## config.mk

```make
export PLATFORM = sky130hd
export DESIGN_NAME = section_image_crc_checker_core
export DESIGN_NICKNAME = d
export VERILOG_FILES = /design/src/rtl/core/sicc_pkg.sv /design/src/rtl/core/sicc_crc_word.sv /design/src/rtl/core/section_image_crc_checker_core.sv
export SDC_FILE = /design/constraint.sdc
export NUM_CORES = 1
export LEC_CHECK = 0
export ABC_AREA = 1
export BUFFER_PORTS_ARGS = -buffer_cell sky130_fd_sc_hd__buf_4
export CELL_PAD_IN_SITES_DETAIL_PLACEMENT = 1
export CELL_PAD_IN_SITES_GLOBAL_PLACEMENT = 2
export CORE_ASPECT_RATIO = 0.75
export CORE_UTILIZATION = 30
export CTS_CLUSTER_DIAMETER = 80
export DETAILED_ROUTE_END_ITERATION = 12
export PLACE_DENSITY = 0.7
export RECOVER_POWER = 50
export SLEW_MARGIN = 20
export SYNTH_ARGS = -nofsm -noshare
export SYNTH_HDL_FRONTEND = slang
export SYNTH_SLANG_ARGS = --single-unit
```

## constraint.sdc

```tcl
create_clock -name clk -period 8.1 [get_ports clk]
set_input_delay 1.215 -clock clk [delete_from_list [all_inputs] [get_ports clk]]
set_output_delay 1.215 -clock clk [all_outputs]
set_load 0.03 [all_outputs]
```

## src/rtl/core/sicc_pkg.sv

```systemverilog
// Shared types, constants and CRC column table for the section image CRC checker.
`timescale 1ns / 1ps
`default_nettype none

package sicc_pkg;

    localparam int unsigned MAX_SECTIONS      = 64;
    localparam int unsigned MAX_SECTION_WORDS = 1024;

    localparam int unsigned WORD_W = 32;
    localparam int unsigned STAT_W = 3;
    localparam int unsigned FAIL_W = 6;
    localparam int unsigned IDX_W  = $clog2(MAX_SECTION_WORDS + 1);
    localparam int unsigned CNT_W  = $clog2(MAX_SECTIONS + 1);

    localparam logic [WORD_W-1:0] CRC_POLY = 32'hEDB8_8320;
    localparam logic [WORD_W-1:0] CRC_INIT = 32'hFFFF_FFFF;

    // Word position of the header CRC inside a section
    localparam logic [IDX_W-1:0] HDR_CRC_POS = IDX_W'(2);
    // Shortest legal section is four words: data CRC may not come before this
    localparam logic [IDX_W-1:0] MIN_END_POS = IDX_W'(3);

    localparam logic [STAT_W-1:0] ST_OK     = 3'd0;
    localparam logic [STAT_W-1:0] ST_HDR    = 3'd1;
    localparam logic [STAT_W-1:0] ST_DATA   = 3'd2;
    localparam logic [STAT_W-1:0] ST_SUM    = 3'd3;
    localparam logic [STAT_W-1:0] ST_FORMAT = 3'd4;

    typedef struct packed {
        logic [WORD_W-1:0] word;
        logic              section_end;
        logic              image_end;
    } in_t;

    typedef struct packed {
        logic [STAT_W-1:0] status;
        logic [WORD_W-1:0] actual_sum;
        logic [FAIL_W-1:0] failing_section;
    } out_t;

    // Column i holds the 32-shift CRC of a lone set bit i; the update is linear
    function automatic logic [WORD_W-1:0][WORD_W-1:0] crc_cols_f();
        logic [WORD_W-1:0][WORD_W-1:0] cols;
        logic [WORD_W-1:0]             c;
        for (int i = 0; i < WORD_W; i++)
        begin
            c = WORD_W'(1) << i;
            for (int b = 0; b < WORD_W; b++)
            begin
                c = c[0] ? ((c >> 1) ^ CRC_POLY) : (c >> 1);
            end
            cols[i] = c;
        end
        return cols;
    endfunction

    localparam logic [WORD_W-1:0][WORD_W-1:0] CRC_COLS = crc_cols_f();

endpackage

`default_nettype wire

```

## src/rtl/core/sicc_crc_word.sv

```systemverilog
// One-word CRC-32 (reflected) update as a flat XOR network.
`timescale 1ns / 1ps
`default_nettype none

module sicc_crc_word (
    input  wire logic [sicc_pkg::WORD_W-1:0] crc_in,
    input  wire logic [sicc_pkg::WORD_W-1:0] word_in,
    output      logic [sicc_pkg::WORD_W-1:0] crc_out
);

    logic [sicc_pkg::WORD_W-1:0] mix;

    assign mix = crc_in ^ word_in;

    always_comb
    begin
        crc_out = '0;
        for (int i = 0; i < sicc_pkg::WORD_W; i++)
        begin
            if (mix[i])
            begin
                crc_out = crc_out ^ sicc_pkg::CRC_COLS[i];
            end
        end
    end

endmodule

`default_nettype wire

```

## src/rtl/core/section_image_crc_checker_core.sv

```systemverilog
// Top level of the section image CRC checker.
//
//   channel | direction | handshake            | payload
//   --------+-----------+----------------------+--------------------------------
//   in      | input     | in_valid / in_ready  | in_data  (word, section/image end)
//   out     | output    | out_valid/ out_ready | out_data (status, sum, section)
//   cfg     | input     | cfg_valid/ cfg_ready | cfg_data (expected_sum)
//
// One word per cycle sustained while no image-end word waits on a held result.
// A word is registered in the input register on acceptance and checked there
// by the word-wide CRC XOR network; the image result enters the output register
// as that word leaves the input register. A word flagged as image end waits
// there only while a previous result is still held; other words never wait.
// Reset clears the image state and sets expected_sum to zero; cfg is always ready.
`timescale 1ns / 1ps
`default_nettype none

module section_image_crc_checker_core (
    input  wire logic                        clk,
    input  wire logic                        rst_n,
    input  wire logic                        in_valid,
    output      logic                        in_ready,
    input  wire sicc_pkg::in_t               in_data,
    output      logic                        out_valid,
    input  wire logic                        out_ready,
    output      sicc_pkg::out_t              out_data,
    input  wire logic                        cfg_valid,
    output      logic                        cfg_ready,
    input  wire logic [sicc_pkg::WORD_W-1:0] cfg_data
);

    localparam int unsigned EXT_W = sicc_pkg::CNT_W + sicc_pkg::FAIL_W;

    logic                          s1_valid_reg;
    sicc_pkg::in_t                 s1_data_reg;
    logic                          s1_advance;

    logic [sicc_pkg::WORD_W-1:0]   expected_reg;
    logic [sicc_pkg::WORD_W-1:0]   crc_reg,  crc_next;
    logic [sicc_pkg::IDX_W-1:0]    idx_reg,  idx_next;
    logic [sicc_pkg::WORD_W-1:0]   sum_reg,  sum_next;
    logic [sicc_pkg::CNT_W-1:0]    cnt_reg,  cnt_next;
    logic [sicc_pkg::STAT_W-1:0]   err_reg,  err_next;

    logic                          out_valid_reg, out_valid_next;
    sicc_pkg::out_t                out_data_reg,  out_data_next;

    logic [sicc_pkg::WORD_W-1:0]   crc_upd;
    logic [sicc_pkg::WORD_W-1:0]   crc_fin;
    logic                          crc_match;
    logic [sicc_pkg::WORD_W-1:0]   sum_add;
    logic [sicc_pkg::STAT_W-1:0]   status_w;
    logic [sicc_pkg::CNT_W-1:0]    sect_w;
    logic [EXT_W-1:0]              sect_ext;

    sicc_crc_word u_crc (
        .crc_in  (crc_reg),
        .word_in (s1_data_reg.word),
        .crc_out (crc_upd)
    );

    assign crc_fin   = ~crc_reg;
    assign crc_match = (crc_fin == s1_data_reg.word);
    assign sum_add   = sum_reg + crc_fin;

    // Hold an image-end word while the previous result is still unclaimed
    assign s1_advance = s1_valid_reg &&
                        (!s1_data_reg.image_end || !out_valid_reg || out_ready);
    assign in_ready   = !s1_valid_reg || s1_advance;
    assign cfg_ready  = 1'b1;
    assign out_valid  = out_valid_reg;
    assign out_data   = out_data_reg;

    always_comb
    begin
        crc_next       = crc_reg;
        idx_next       = idx_reg;
        sum_next       = sum_reg;
        cnt_next       = cnt_reg;
        err_next       = err_reg;
        status_w       = err_reg;
        sect_w         = cnt_reg;
        sect_ext       = '0;
        out_data_next  = out_data_reg;
        out_valid_next = out_valid_reg && !out_ready;

        if (s1_advance)
        begin
            if (err_reg == sicc_pkg::ST_OK)
            begin
                if (cnt_reg >= sicc_pkg::CNT_W'(sicc_pkg::MAX_SECTIONS) ||
                    idx_reg >= sicc_pkg::IDX_W'(sicc_pkg::MAX_SECTION_WORDS))
                begin
                    err_next = sicc_pkg::ST_FORMAT;
                end
                else if (s1_data_reg.section_end)
                begin
                    if (idx_reg < sicc_pkg::MIN_END_POS)
                    begin
                        err_next = sicc_pkg::ST_FORMAT;
                    end
                    else if (!crc_match)
                    begin
                        err_next = sicc_pkg::ST_DATA;
                    end
                    else
                    begin
                        sum_next = sum_add;
                        crc_next = sicc_pkg::CRC_INIT;
                        idx_next = '0;
                        cnt_next = cnt_reg + sicc_pkg::CNT_W'(1);
                    end
                end
                else if (s1_data_reg.image_end)
                begin
                    err_next = sicc_pkg::ST_FORMAT;
                end
                else if (idx_reg == sicc_pkg::HDR_CRC_POS)
                begin
                    if (!crc_match)
                    begin
                        err_next = sicc_pkg::ST_HDR;
                    end
                    else
                    begin
                        sum_next = sum_add;
                        crc_next = sicc_pkg::CRC_INIT;
                        idx_next = idx_reg + sicc_pkg::IDX_W'(1);
                    end
                end
                else
                begin
                    crc_next = crc_upd;
                    idx_next = idx_reg + sicc_pkg::IDX_W'(1);
                end
            end

            if (s1_data_reg.image_end)
            begin
                status_w = err_next;
                if (err_next == sicc_pkg::ST_OK && sum_next != expected_reg)
                begin
                    status_w = sicc_pkg::ST_SUM;
                end
                if (status_w == sicc_pkg::ST_OK || status_w == sicc_pkg::ST_SUM)
                begin
                    sect_w = cnt_next - sicc_pkg::CNT_W'(1);
                end
                else
                begin
                    sect_w = cnt_next;
                end
                sect_ext = EXT_W'(sect_w);

                out_valid_next                = 1'b1;
                out_data_next.status          = status_w;
                out_data_next.actual_sum      = sum_next;
                out_data_next.failing_section = sect_ext[sicc_pkg::FAIL_W-1:0];

                // Drop all image state for the next image
                crc_next = sicc_pkg::CRC_INIT;
                idx_next = '0;
                sum_next = '0;
                cnt_next = '0;
                err_next = sicc_pkg::ST_OK;
            end
        end
    end

    always_ff @(posedge clk or negedge rst_n)
    begin
        if (!rst_n)
        begin
            s1_valid_reg  <= 1'b0;
            out_valid_reg <= 1'b0;
            expected_reg  <= '0;
            crc_reg       <= sicc_pkg::CRC_INIT;
            idx_reg       <= '0;
            sum_reg       <= '0;
            cnt_reg       <= '0;
            err_reg       <= sicc_pkg::ST_OK;
        end
        else
        begin
            if (in_ready)
            begin
                s1_valid_reg <= in_valid;
            end
            out_valid_reg <= out_valid_next;
            if (cfg_valid && cfg_ready)
            begin
                expected_reg <= cfg_data;
            end
            crc_reg <= crc_next;
            idx_reg <= idx_next;
            sum_reg <= sum_next;
            cnt_reg <= cnt_next;
            err_reg <= err_next;
        end
    end

    always_ff @(posedge clk)
    begin
        if (in_valid && in_ready)
        begin
            s1_data_reg <= in_data;
        end
        out_data_reg <= out_data_next;
    end

endmodule

`default_nettype wire

```

==> impl_metrics.yaml <==
run_status:
  outcome: "complete, but fails checks"
  violations: "DRC, capacitance limit, slew limit"
floorplanning:
  initial_core_util_pct: 30.65
  die_area_sq_mm: 0.05120
  core_area_sq_mm: 0.04922
  ios: 115
  row_count: 70
  dieHeight_um: 196.2
  die_w_um: 261.0
finish:
  largest_reg_flops: 41
  nets: 2254
  areaGrowthSynthToFinish_pct: 14.54
  post-route-util_pct: 35.11
  antenna_cells: 0
  layout-drive-gt1-share_pct: 11.40
sta:
  rsz0062_at_grt: "false"
  clock_skew_ns: 0.01772
  slew_headroom_pct: -113.1
  setup_viol: 0
  tightest_slew_ns: 3.196
  final-hold-violation-count: 0
  fin_tns_setup_ns: 0
  fin_crit_sh_pct: 64.78
  fin_crit_ns: 5.247
  slew_viol_final: 185
  fmax_ghz: 0.1906
critical_path:
  required_ns: 8.35
  critPathLaunchType: "flip-flop"
  worstSetupPathType: "reg -> reg"
  crit_path_start: "crc_reg[21]"
  r2r_setup_slack_ns: 2.85
  critPathMaxFanout: 26
  cp-end-kind: "flip-flop"
  arrival_ns: 5.50
  r2r-start: "crc_reg[21]"
grt:
  overflow: 0
  grt_max_degree: 68
  antenna_found_initial: 0
  grt_first_pass_wirelength_um: 91160
  grt_pass1_vias: 14150
  grt_usage_pct: 24.65
logic_synthesis:
  yosysTopAreaCellShare_pct: 14.93
  syn_area_sq_mm: 0.01509
  synth-main-ff-cell: "dfrtp_1"
  netlist_top_cells_area: "edfxtp_1 (15%), dfrtp_1 (14%), nand2_1 (13%)"
  async_flop_share_pct: 61.34
  netlist-cell-type-count: 54
  synth_fp_nets: 2142
  synth_edf_count: 75
  yosys_warnings: 0
  synthCells: 2032
  synthTopCellsByCount: "nand2_1 (541), inv_1 (294), xor2_1 (192)"
  avgSynthCellArea_sq_um: 7.425
  yosysSeqAreaShare_pct: 34.93
  synth.most_common_cell: "nand2_1"
  ys_ff_latch: 194
  yosys.area.top_type: "edfxtp_1"
routing:
  avgViaCountPerCell: 4.919
  wirelength_um: 61600
  drtIter0Drc: 925
  via_count: 13800
  drc: 4
  wl_per_cell_um: 21.96
  antenna_left: 0
  detail_route.first_pass.iterations: 9
worst_hold_path:
  min-delay-start: "crc_reg[5]"
  hold_class: "reg -> reg"
clock_tree:
  h-tree-depth: 4
  cts.reportedPaths.clkPinSlew_ns: 0.08
  cts-resized-gates: 0
  cts_buffers: 17
  cts_setup_buffers: 0
  cts_tree: "done"
  ctsHoldBuffers: 0
  clkLatencyLatePin_ns: 0.50
  ctsLongestPathBuffers: 2
  cts_root_buf: "clkbuf_16"
  cts_sinks: 194
power_and_ir_drop:
  power.leakage_uw: 0.008403
  power_density_mw_per_mm2: 515.6
  pwr-share-comb_pct: 73.2
  p_int_uw: 3977
  pwr-share-clk_pct: 10.5
  sequentialPowerShare_pct: 16.3
  p_switching_uw: 4933
  vdd_drop_max_mv: 0.2251
  switching_share_pct: 55.36
place:
  io_buffers: 113
  globalplace.congestion: 0.9612
  hpwl_um: 48780
run:
  maxCapViolations: 4
-- worst max-delay path, cell delays in order, from the launching register on --
cell and delay (ns):
dfstp_2 0.55, inv_1 0.06, nand2_1 0.08, nand2_1 0.39, nor2_1 0.22, nand2_1 0.07, nor2_1 0.14, nand2_1 0.10
nor2_4 0.72, buf_4 0.49, nand2_2 0.38, nand2_1 0.23, nand3_1 0.10, nand2_1 0.08, nand2_1 0.06, nor2_1 0.22
nand3_1 0.17, nor2_1 0.31, nand4_1 0.38, nand2_1 0.18, nand2_1 0.06
-- path summary, 6_finish.rpt --
check                                        to  cells past startpoint
max in group asynchronous            idx_reg[5]                      2
min in group asynchronous       expected_reg[2]                      1
worst max-delay path               out_data[38]                     20
worst min-delay path                 crc_reg[5]                      2
worst min register to register       crc_reg[5]                      2
worst max register to register     out_data[38]                     20
-- area by class of cell --
cell class              instances  area [sq um]
flip-flops and latches        194          5270
fillers                      6090         31940
inverters                     300          1126
clock buffers                  18         429.2
multi-input cells            1496          8496
well taps                     648         810.8
clock inverters                14         175.2
repair buffers                135         975.9
-- per-stage QoR --
step | setup slack (ns) | hold WS (ns) | cell area, sq um | total power (uW) | std cells
6_report | 2.853 | 0.5401 | 17280 | 8910 | 2805
5_1_grt | 2.597 | 0.5761 | 17280 | 9520 | 2805
4_1_cts | 2.991 | 0.5447 | 17320 | 8895 | 2805
3_5_place_dp | 2.989 | 0.5280 | 16720 | 7906 | 2773
3_3_place_gp | 3.027 | 0.5196 | 16710 | 7908 | 2773
2_1_floorplan | 4.970 | 0.4786 | 15090 | 5799 | 2032
-- power by group through the flow --
stage | registers [uW] | logic [uW] | clock network (uW)
after floorplan | 1450 | 4350 | 0
after global placement | 1470 | 6440 | 0
after detailed placement | 1480 | 6430 | 0
after CTS | 1460 | 6480 | 960
after global routing | 1480 | 7050 | 990
final | 1450 | 6520 | 934
-- per-layer routing --
metal	routed length (um)	GRT usage (%)
met1	32090	37.69
met2	25770	35.76
met3	2833	3.979
met4	908	5.285
met5	0	0
-- cell usage in the layout, fill, tap and decap left out, drive strengths merged --
cell type,Yosys,final
o21ai,113,113
nor3,13,13
ha,38,38
nand2,565,565
inv,297,299
nor3b,1,1
clkinvlp,0,1
o211ai,21,21
clkbuf,33,57
dfrtp,87,87
mux2,1,1
fa,1,1
edfxtp,75,75
a22o,8,8
nand3b,12,12
o41ai,1,1
bufinv,0,2
a21o,1,1
nand3,115,115
and3,1,1
o221ai,1,1
a21oi,63,63
conb,1,1
xor2,196,196
a41oi,1,1
or2,6,6
o21bai,3,3
dfstp,32,32
nor2,164,164
a211oi,3,3
buf,9,96
mux2i,1,1
nand4,24,24
nor4,2,2
o22ai,34,34
xnor2,106,106
clkinv,3,12
-- kinds of logic (layout without fill, tap and decap cells) --
family,after synthesis,in the layout,share of synthesized area [%]
adders and majority gates,39,39,3.284
muxes,2,2,0.1410
xor gates and xnor gates,302,302,18.03
AOI/OAI and AO/OA,249,249,9.329
DFF,194,194,34.93
buffers and inverters,342,467,8.840
and+or+nand+nor,903,903,25.43
other,1,1,0.02485
No activity file was read; power rests on OpenSTA's default activity.
